File: config.mk
export PLATFORM = sky130hd
export DESIGN_NAME = paced_two_queue_priority_buffer
export DESIGN_NICKNAME = d
export VERILOG_FILES = /design/src/sv/pqb_pkg.sv /design/src/sv/pqb_ram.sv /design/src/sv/pqb_queues.sv /design/src/sv/paced_two_queue_priority_buffer.sv
export SDC_FILE = /design/constraint.sdc
export NUM_CORES = 2
export LEC_CHECK = 0
export BUFFER_PORTS_ARGS = -buffer_cell sky130_fd_sc_hd__buf_4
export CAP_MARGIN = 10
export CORE_ASPECT_RATIO = 1.5
export CORE_MARGIN = 1.5
export CORE_UTILIZATION = 41
export CTS_CLUSTER_DIAMETER = 150
export DETAILED_ROUTE_END_ITERATION = 6
export SLEW_MARGIN = 20
export SYNTH_ARGS = -nofsm -noshare
export SYNTH_HDL_FRONTEND = slang
export SYNTH_SLANG_ARGS = --single-unit
File: constraint.sdc
create_clock -name clk_i -period 14.1 [get_ports clk_i]
set_input_delay 2.82 -clock clk_i [delete_from_list [all_inputs] [get_ports clk_i]]
set_output_delay 2.82 -clock clk_i [all_outputs]
set_load 0.05 [all_outputs]
File: src/sv/pqb_pkg.sv
// types and codes shared by the paced two-queue priority buffer
package pqb_pkg;

  typedef enum logic [2:0] {
    ACT_NONE   = 3'd0,
    ACT_PASS   = 3'd1,
    ACT_QHIGH  = 3'd2,
    ACT_QLOW   = 3'd3,
    ACT_DROP   = 3'd4,
    ACT_IGNORE = 3'd5,
    ACT_SENT   = 3'd6
  } action_e;

  localparam logic [1:0] REQ_ARRIVAL = 2'd0;
  localparam logic [1:0] REQ_TICK    = 2'd1;
  localparam logic [1:0] REQ_START   = 2'd2;
  localparam logic [1:0] REQ_STOP    = 2'd3;

  localparam logic [1:0] CFG_QUEUE_LIMIT   = 2'd0;
  localparam logic [1:0] CFG_PACE_INTERVAL = 2'd1;
  localparam logic [1:0] CFG_PEER_ADDRESS  = 2'd2;

  localparam logic [7:0]  IGNORED_CLASS     = 8'd2;
  localparam logic [4:0]  QUEUE_LIMIT_RESET = 5'd16;
  localparam logic [15:0] PACE_RESET        = 16'd1;
  localparam logic [31:0] PEER_RESET        = 32'd0;
  localparam int unsigned ID_W              = 16;
  localparam int unsigned STAMP_W           = 32;

  typedef struct packed {
    logic push;
    logic pop;
    logic to_high;
  } q_cmd_t;

  typedef struct packed {
    logic high_empty;
    logic low_empty;
    logic high_full;
    logic low_full;
  } q_stat_t;

endpackage

File: src/sv/pqb_ram.sv
// generic simple dual-port ram with registered read
module pqb_ram #(
  parameter int unsigned WIDTH = 48,
  parameter int unsigned DEPTH = 32
) (
  input  logic                     clk_i,
  input  logic                     we_i,
  input  logic [$clog2(DEPTH)-1:0] waddr_i,
  input  logic [WIDTH-1:0]         wdata_i,
  input  logic                     re_i,
  input  logic [$clog2(DEPTH)-1:0] raddr_i,
  output logic [WIDTH-1:0]         rdata_o
);

  logic [WIDTH-1:0] mem_q [DEPTH];
  logic [WIDTH-1:0] rdata_q;

  always_ff @(posedge clk_i) begin
    if (we_i) begin
      mem_q[waddr_i] <= wdata_i;
    end
    if (re_i) begin
      rdata_q <= mem_q[raddr_i];
    end
  end

  assign rdata_o = rdata_q;

endmodule

File: src/sv/pqb_queues.sv
// head and fill pointers of both queues over one shared entry ram
module pqb_queues
  import pqb_pkg::*;
#(
  parameter int unsigned QUEUE_DEPTH = 16
) (
  input  logic               clk_i,
  input  logic               rst_ni,
  input  q_cmd_t             cmd_i,
  input  logic [4:0]         limit_i,
  input  logic [ID_W-1:0]    id_i,
  input  logic [STAMP_W-1:0] stamp_i,
  output q_stat_t            stat_o,
  output logic [4:0]         high_count_o,
  output logic [4:0]         low_count_o,
  output logic [ID_W-1:0]    rd_id_o,
  output logic [STAMP_W-1:0] rd_stamp_o
);

  localparam int unsigned AW      = $clog2(QUEUE_DEPTH);
  localparam int unsigned CW      = $clog2(QUEUE_DEPTH + 1);
  localparam int unsigned LW      = (CW > 5) ? CW : 5;
  localparam int unsigned RAM_D   = 2 << AW;
  localparam int unsigned ENTRY_W = ID_W + STAMP_W;
  localparam logic [CW:0]   DEPTH_S = (CW + 1)'(QUEUE_DEPTH);
  localparam logic [LW-1:0] DEPTH_L = LW'(QUEUE_DEPTH);
  localparam logic [AW-1:0] LAST    = AW'(QUEUE_DEPTH - 1);

  logic [AW-1:0] high_head_q, high_head_d, low_head_q, low_head_d;
  logic [CW-1:0] high_fill_q, high_fill_d, low_fill_q, low_fill_d;
  logic [AW-1:0] push_head, pop_head, slot, pop_next;
  logic [CW-1:0] push_fill;
  logic [CW:0]   slot_sum;
  logic [LW-1:0] lim, high_fill_x, low_fill_x;
  logic [ENTRY_W-1:0] rdata;

  assign lim         = (LW'(limit_i) > DEPTH_L) ? DEPTH_L : LW'(limit_i);
  assign high_fill_x = LW'(high_fill_q);
  assign low_fill_x  = LW'(low_fill_q);

  assign stat_o.high_empty = (high_fill_q == '0);
  assign stat_o.low_empty  = (low_fill_q == '0);
  assign stat_o.high_full  = (high_fill_x >= lim);
  assign stat_o.low_full   = (low_fill_x >= lim);
  assign high_count_o      = high_fill_x[4:0];
  assign low_count_o       = low_fill_x[4:0];

  assign push_head = cmd_i.to_high ? high_head_q : low_head_q;
  assign push_fill = cmd_i.to_high ? high_fill_q : low_fill_q;
  assign slot_sum  = (CW + 1)'(push_head) + (CW + 1)'(push_fill);
  assign slot      = (slot_sum >= DEPTH_S) ? AW'(slot_sum - DEPTH_S) : AW'(slot_sum);
  assign pop_head  = cmd_i.to_high ? high_head_q : low_head_q;
  assign pop_next  = (pop_head == LAST) ? '0 : pop_head + 1'b1;

  always_comb begin
    high_head_d = high_head_q;
    low_head_d  = low_head_q;
    high_fill_d = high_fill_q;
    low_fill_d  = low_fill_q;
    if (cmd_i.push) begin
      if (cmd_i.to_high) begin
        high_fill_d = high_fill_q + 1'b1;
      end else begin
        low_fill_d = low_fill_q + 1'b1;
      end
    end else if (cmd_i.pop) begin
      if (cmd_i.to_high) begin
        high_fill_d = high_fill_q - 1'b1;
        high_head_d = pop_next;
      end else begin
        low_fill_d = low_fill_q - 1'b1;
        low_head_d = pop_next;
      end
    end
  end

  always_ff @(posedge clk_i or negedge rst_ni) begin
    if (!rst_ni) begin
      high_head_q <= '0;
      low_head_q  <= '0;
      high_fill_q <= '0;
      low_fill_q  <= '0;
    end else begin
      high_head_q <= high_head_d;
      low_head_q  <= low_head_d;
      high_fill_q <= high_fill_d;
      low_fill_q  <= low_fill_d;
    end
  end

  pqb_ram #(
    .WIDTH (ENTRY_W),
    .DEPTH (RAM_D)
  ) u_entries (
    .clk_i   (clk_i),
    .we_i    (cmd_i.push),
    .waddr_i ({cmd_i.to_high, slot}),
    .wdata_i ({id_i, stamp_i}),
    .re_i    (cmd_i.pop),
    .raddr_i ({cmd_i.to_high, pop_head}),
    .rdata_o (rdata)
  );

  assign rd_id_o    = rdata[ENTRY_W-1 -: ID_W];
  assign rd_stamp_o = rdata[STAMP_W-1:0];

  a_high_bound: assert property (@(posedge clk_i) disable iff (!rst_ni)
    high_fill_q <= CW'(QUEUE_DEPTH))
    else $error("high queue fill beyond depth");

  a_pop_nonempty: assert property (@(posedge clk_i) disable iff (!rst_ni)
    cmd_i.pop |-> (cmd_i.to_high ? high_fill_q != '0 : low_fill_q != '0))
    else $error("pop from empty queue");

  a_push_room: assert property (@(posedge clk_i) disable iff (!rst_ni)
    cmd_i.push |-> (cmd_i.to_high ? !stat_o.high_full : !stat_o.low_full))
    else $error("push into full queue");

endmodule

File: src/sv/paced_two_queue_priority_buffer.sv
// top level of the paced two-queue strict-priority packet buffer
// Usage:
//   Requests (arrival, tick, start or stop buffering) enter on the in_ channel
//   under valid/ready; each request gives exactly one result on the out_
//   channel, in order. Configuration is written through cfg_we_i, cfg_index_i
//   and cfg_data_i while no request is in flight.
// Pipeline: the request transfer issues the queue ram access and registers
//   the decision in the middle stage; the output register then takes the entry
//   read from the ram together with the wait and the queue counts.
// Throughput: one request per cycle while the output is not stalled; the decision path and the queue
//   pointers update at the transfer, so a pop may follow a push directly.
// Stall: the output register holds its result while out_ready_i is low; the
//   middle stage then fills and in_ready_o drops, so no result is lost.
// Reset: queues empty, not busy, not buffering, tick clock zero, queue limit
//   16, pace interval 1, peer address 0. The ram needs no clearing pass.
module paced_two_queue_priority_buffer
  import pqb_pkg::*;
#(
  parameter int unsigned QUEUE_DEPTH = 16
) (
  input  logic        clk_i,
  input  logic        rst_ni,
  input  logic        cfg_we_i,
  input  logic [1:0]  cfg_index_i,
  input  logic [31:0] cfg_data_i,
  input  logic        in_valid_i,
  output logic        in_ready_o,
  input  logic [1:0]  req_type_i,
  input  logic [15:0] packet_id_i,
  input  logic [31:0] prev_hop_i,
  input  logic [7:0]  traffic_class_i,
  output logic        out_valid_o,
  input  logic        out_ready_i,
  output logic [2:0]  action_o,
  output logic [15:0] out_packet_id_o,
  output logic [31:0] waited_ticks_o,
  output logic [4:0]  high_count_o,
  output logic [4:0]  low_count_o
);

  logic [4:0]  queue_limit_q;
  logic [15:0] pace_interval_q;
  logic [31:0] peer_address_q;

  logic        busy_q, busy_d, buffering_q, buffering_d;
  logic [15:0] pace_left_q, pace_left_d, pace_eff, pace_dec;
  logic [31:0] tick_q, tick_d;

  logic        s1_valid_q;
  action_e     s1_action_q, act;
  logic [15:0] s1_id_q;
  logic [31:0] s1_tick_q;

  logic        out_valid_q;
  action_e     out_action_q, out_action_d;
  logic [15:0] out_id_q, out_id_d;
  logic [31:0] out_wait_q, out_wait_d;
  logic [4:0]  out_high_q, out_low_q;

  logic        accept, advance, try_send;
  q_cmd_t      cmd, q_cmd;
  q_stat_t     stat;
  logic [4:0]  high_count, low_count;
  logic [15:0] rd_id;
  logic [31:0] rd_stamp;

  assign advance    = !out_valid_q || out_ready_i;
  assign in_ready_o = !s1_valid_q || advance;
  assign accept     = in_valid_i && in_ready_o;
  assign pace_eff   = (pace_interval_q == '0) ? 16'd1 : pace_interval_q;

  always_ff @(posedge clk_i or negedge rst_ni) begin
    if (!rst_ni) begin
      queue_limit_q   <= QUEUE_LIMIT_RESET;
      pace_interval_q <= PACE_RESET;
      peer_address_q  <= PEER_RESET;
    end else if (cfg_we_i) begin
      unique case (cfg_index_i)
        CFG_QUEUE_LIMIT:   queue_limit_q   <= cfg_data_i[4:0];
        CFG_PACE_INTERVAL: pace_interval_q <= cfg_data_i[15:0];
        CFG_PEER_ADDRESS:  peer_address_q  <= cfg_data_i;
        default: ;
      endcase
    end
  end

  always_comb begin
    busy_d      = busy_q;
    pace_left_d = pace_left_q;
    buffering_d = buffering_q;
    tick_d      = tick_q;
    cmd         = '0;
    act         = ACT_NONE;
    try_send    = 1'b0;
    pace_dec    = (pace_left_q != '0) ? pace_left_q - 1'b1 : '0;
    unique case (req_type_i)
      REQ_ARRIVAL: begin
        if (traffic_class_i == IGNORED_CLASS) begin
          act = ACT_IGNORE;
        end else if (!buffering_q && !busy_q) begin
          act         = ACT_PASS;
          busy_d      = 1'b1;
          pace_left_d = pace_eff;
        end else if (prev_hop_i == peer_address_q) begin
          cmd.to_high = 1'b1;
          cmd.push    = !stat.high_full;
          act         = stat.high_full ? ACT_DROP : ACT_QHIGH;
        end else begin
          cmd.push = !stat.low_full;
          act      = stat.low_full ? ACT_DROP : ACT_QLOW;
        end
      end
      REQ_TICK: begin
        if (tick_q != '1) begin
          tick_d = tick_q + 1'b1;
        end
        if (busy_q) begin
          pace_left_d = pace_dec;
          if (pace_dec == '0) begin
            busy_d   = 1'b0;
            try_send = 1'b1;
          end
        end
      end
      REQ_START: buffering_d = 1'b1;
      REQ_STOP: begin
        buffering_d = 1'b0;
        try_send    = !busy_q;
      end
    endcase
    if (try_send && (!stat.high_empty || !stat.low_empty)) begin
      act         = ACT_SENT;
      busy_d      = 1'b1;
      pace_left_d = pace_eff;
      cmd.pop     = 1'b1;
      cmd.to_high = !stat.high_empty;
    end
  end

  assign q_cmd = '{push: cmd.push && accept, pop: cmd.pop && accept, to_high: cmd.to_high};

  pqb_queues #(
    .QUEUE_DEPTH (QUEUE_DEPTH)
  ) u_queues (
    .clk_i        (clk_i),
    .rst_ni       (rst_ni),
    .cmd_i        (q_cmd),
    .limit_i      (queue_limit_q),
    .id_i         (packet_id_i),
    .stamp_i      (tick_q),
    .stat_o       (stat),
    .high_count_o (high_count),
    .low_count_o  (low_count),
    .rd_id_o      (rd_id),
    .rd_stamp_o   (rd_stamp)
  );

  always_ff @(posedge clk_i or negedge rst_ni) begin
    if (!rst_ni) begin
      busy_q      <= 1'b0;
      pace_left_q <= '0;
      buffering_q <= 1'b0;
      tick_q      <= '0;
      s1_valid_q  <= 1'b0;
      s1_action_q <= ACT_NONE;
    end else begin
      if (accept) begin
        busy_q      <= busy_d;
        pace_left_q <= pace_left_d;
        buffering_q <= buffering_d;
        tick_q      <= tick_d;
        s1_action_q <= act;
      end
      if (accept) begin
        s1_valid_q <= 1'b1;
      end else if (advance) begin
        s1_valid_q <= 1'b0;
      end
    end
  end

  always_ff @(posedge clk_i) begin
    if (accept) begin
      s1_id_q   <= (req_type_i == REQ_ARRIVAL) ? packet_id_i : '0;
      s1_tick_q <= tick_d;
    end
  end

  always_comb begin
    out_action_d = s1_action_q;
    out_id_d     = s1_id_q;
    out_wait_d   = '0;
    if (s1_action_q == ACT_SENT) begin
      out_id_d   = rd_id;
      out_wait_d = (s1_tick_q >= rd_stamp) ? s1_tick_q - rd_stamp : '0;
    end
  end

  always_ff @(posedge clk_i or negedge rst_ni) begin
    if (!rst_ni) begin
      out_valid_q  <= 1'b0;
      out_action_q <= ACT_NONE;
    end else if (advance) begin
      out_valid_q  <= s1_valid_q;
      out_action_q <= out_action_d;
    end
  end

  always_ff @(posedge clk_i) begin
    if (advance && s1_valid_q) begin
      out_id_q   <= out_id_d;
      out_wait_q <= out_wait_d;
      out_high_q <= high_count;
      out_low_q  <= low_count;
    end
  end

  assign out_valid_o     = out_valid_q;
  assign action_o        = out_action_q;
  assign out_packet_id_o = out_id_q;
  assign waited_ticks_o  = out_wait_q;
  assign high_count_o    = out_high_q;
  assign low_count_o     = out_low_q;

  a_busy_paced: assert property (@(posedge clk_i) disable iff (!rst_ni)
    busy_q |-> pace_left_q != '0)
    else $error("busy with no pacing ticks left");

  a_send_busy: assert property (@(posedge clk_i) disable iff (!rst_ni)
    (s1_valid_q && s1_action_q == ACT_SENT) |-> busy_q)
    else $error("send without starting a pacing interval");

  a_s1_hold: assert property (@(posedge clk_i) disable iff (!rst_ni)
    (s1_valid_q && !advance) |=> (s1_valid_q && $stable(s1_action_q)))
    else $error("middle stage lost a stalled result");

endmodule

==> reports/metrics.yaml <==
outcome:
  status: "finished, violations left"
  violations: "design-rule violations"
clock_tree:
  clockBufferDepth: 3
  cts_tree: "done"
  clkLatencyLatePin_ns: 0.83
  post_cts_buffers: 0
  clk_pin_slew_ns: 0.06
  cts_max_level: 4
  ctsResizeCount: 0
  cts_hold_buf: 0
  cts-root-buf: "clkbuf_16"
  cts_buffers: 164
  cts.sinks: 1819
pwr:
  ir_worst_vdd_mv: 0.136
  cellPowerDensity_mw_per_mm2: 170
  total_power_mw: 14.2
  p_leak_nw: 30.3
setup_path:
  crit_chain: "buf_4 > nor4_1 > a2111oi_0 > a31oi_1 > o31a_1 > buf_4 > mux2i_4 > buf_12 > inv_8 > ha_1 > a21o_1 > a21oi_1 > xnor2_1 > xnor2_1 > nand3_1 > nor2_4 > buf_4"
  worstPathArrival_ns: 9.62
  max_stage_delay_ns: 0.90
  required_ns: 14.54
  slowest_stage: "nor2_4"
  crit_family: "buffers and inverters"
  path_buf_inv: 5
  cp.depth: 17
  critPathMostFrequentCell: "buf_4"
  worst_setup_path_start_kind: "input pin"
  crit_path_end_kind: "register"
  reg2reg_depth: 19
  cp-startpoint: "traffic_class_i[5]"
  rr_startpoint: "pace_left_q[0]"
  rrSetupSlack_ns: 5.73
  crit_type: "in2reg"
  r2r-end: "u_queues.u_entries.mem_q[17][43]"
  crit_fanout: 183
  endpoint: "u_queues.u_entries.mem_q[17][43]"
routing:
  first_iter_violations: 5139
  num_vias: 47562
  drc: 2
  drtPass1Iterations: 7
  viasPerCell: 5.77
  antenna_left: 0
  drt_wl_total_mm: 220
  wl_per_cell_um: 26.7
synthesis:
  synth_cell_types: 73
  ys.warnings.count: 0
  syn_area_mm2: 0.0740
  ys.flop_type: "edfxtp_1"
  synth_nets: 5744
  netlist_instances: 5589
  synth_seq_area_share_pct: 73.0
  synth-edff-count: 1690
  syn_area_per_cell_um2: 13.2
  ys_ff_latch: 1819
  synthArstFlopShare_pct: 7.09
global_routing:
  antenna_found_initial: 4
  grt_pass1_wl_mm: 316
  grt_max_degree: 231
  grt_util_all_layers_pct: 23.7
  grt_pass1_vias: 46399
  grt_overflow: 0
sta:
  final.min_clock_period_ns: 9.18
  hold_viol: 0
  skew_ns: 0.0403
  fmax_mhz: 109
  period_share_pct: 65.1
  drv_slew: 0
  setup_viol: 0
  max_slew_margin_pct: 16.5
  finalSetupTns_ns: 0
  rsz0062_at_grt: "false"
  hold_slack_ns: 0.497
  worst_pin_slew_ns: 1.25
floorplanning:
  dieArea_mm2: 0.183
  std_cell_rows: 190
  io_pins: 160
  core-area_mm2: 0.179
  die_h_um: 523
  die_w_um: 350
  start_util_pct: 41.3
flow_run:
  cap_violations: 0
place:
  gp_congestion: 0.836
  io_buffers: 159
  placed_cell_area_mm2: 0.0779
  place.detailed.hpwl_mm: 119
cells_and_area:
  drive_gt1_share_pct: 11.6
  nets: 5855
  final_area_mm2: 0.0832
  final_common_cell: "edfxtp_1"
  area_growth_pct: 12.5
  mostFrequentLayoutCells: "1690 x edfxtp_1, 1576 x nand2_1, 351 x a31oi_1, 335 x and3_1, 266 x buf_4"
min_path:
  hp-start: "out_action_d[0]"
  hp-class: "reg2reg"
  hold_depth: 2
[worst min path at each step]
stage	to	slack (ns)
after floorplan	out_action_d[0]	0.45
after global placement	out_valid_o	0.48
after detailed placement	out_valid_o	0.49
after CTS	out_valid_o	0.51
after global routing	action_o[1]	0.53
final	out_action_d[0]	0.50
[report_power, final]
| group | switching (mW) | internal [mW] | leakage (nW) |
|---|---|---|---|
| Combinational | 2.36 | 1.09 | 9.98 |
| Sequential | 0.140 | 6.11 | 17.8 |
| Clock | 2.05 | 2.44 | 2.58 |
| Total | 4.54 | 9.64 | 30.3 |
[synthesized netlist by cell type, types with 10 or more instances]
cell type / n / area [µm²]
xnor2_1: 87 / 762
nor2_1: 117 / 439
dfrtp_1: 127 / 3180
mux4_2: 11 / 248
inv_1: 57 / 214
o21ai_0: 60 / 300
mux2_2: 80 / 901
edfxtp_1: 1690 / 50700
and3_1: 335 / 2100
buf_2: 103 / 515
nor3_1: 47 / 235
o22ai_1: 158 / 988
clkbuf_1: 182 / 683
nand4_1: 29 / 181
nand2b_1: 10 / 62.6
a31oi_1: 351 / 2200
a211oi_1: 16 / 120
ha_1: 54 / 676
a2111oi_0: 12 / 105
nor4_1: 44 / 275
nand3_1: 106 / 531
nor2b_1: 14 / 87.6
buf_4: 29 / 218
mux2i_1: 18 / 180
a21o_1: 18 / 135
a21oi_1: 57 / 285
a311oi_1: 20 / 175
nand2_1: 1581 / 5930
and2_1: 21 / 131
xor2_1: 41 / 359
[layout make-up]
type                    count  area, µm²
flip-flops and latches   1819      54000
fillers                 15656      95800
repair buffers            269       2050
inverters                  60        243
clock inverters            96        972
well taps                2400       3000
clock buffers             208       4340
multi-input cells        3386      18600
diodes                      2       5.00
[registers in the layout, indices dropped and copies added (netlist names), 16 cells and up]
name / flops
out_packet_id_o: 16
pace_interval_q: 16
pace_left_q: 16
peer_address_q: 32
s1_id_q: 16
s1_tick_q: 32
tick_q: 32
u_queues.u_entries.mem_q: 1536
u_queues.u_entries.rdata_o: 48
waited_ticks_o: 32
[metal layers]
metal  global-route usage, %  vias up  part of all wire (%)
met3                    3.20      415                   6.9
met2                    41.2     2128                    51
met4                    10.9        0                   4.5
met1                    29.4    24209                    38
li1                        -    20810                     -
met5                       0        -                     0
[tightest hold or removal path, cell delays in order (launching register included)]
cell and delay, ns:
dfrtp_1 0.36, nand2_1 0.06, nand2_1 0.05
[metrics by stage]
stage / utilization (%) / std cells / setup slack, ns
floorplan: - / 5589 / 5.65
global placement: 43.5 / 7934 / 4.30
detailed placement: 43.5 / 7934 / 4.24
CTS: 46.5 / 8238 / 5.07
global route: 46.5 / 8239 / 4.64
finish: 46.5 / 8240 / 4.92
[cell families after synthesis]
kind of cell	count (synthesis)	share of synthesized area [%]
xor gates and xnor gates	128	1.52
AOI/OAI and AO/OA	742	6.40
buffers and inverters	384	2.28
adders and majority gates	58	1.02
and+or+nand+nor	2348	14.0
muxes	110	1.83
DFF	1819	73.0
(Power assumes the default switching activity.)
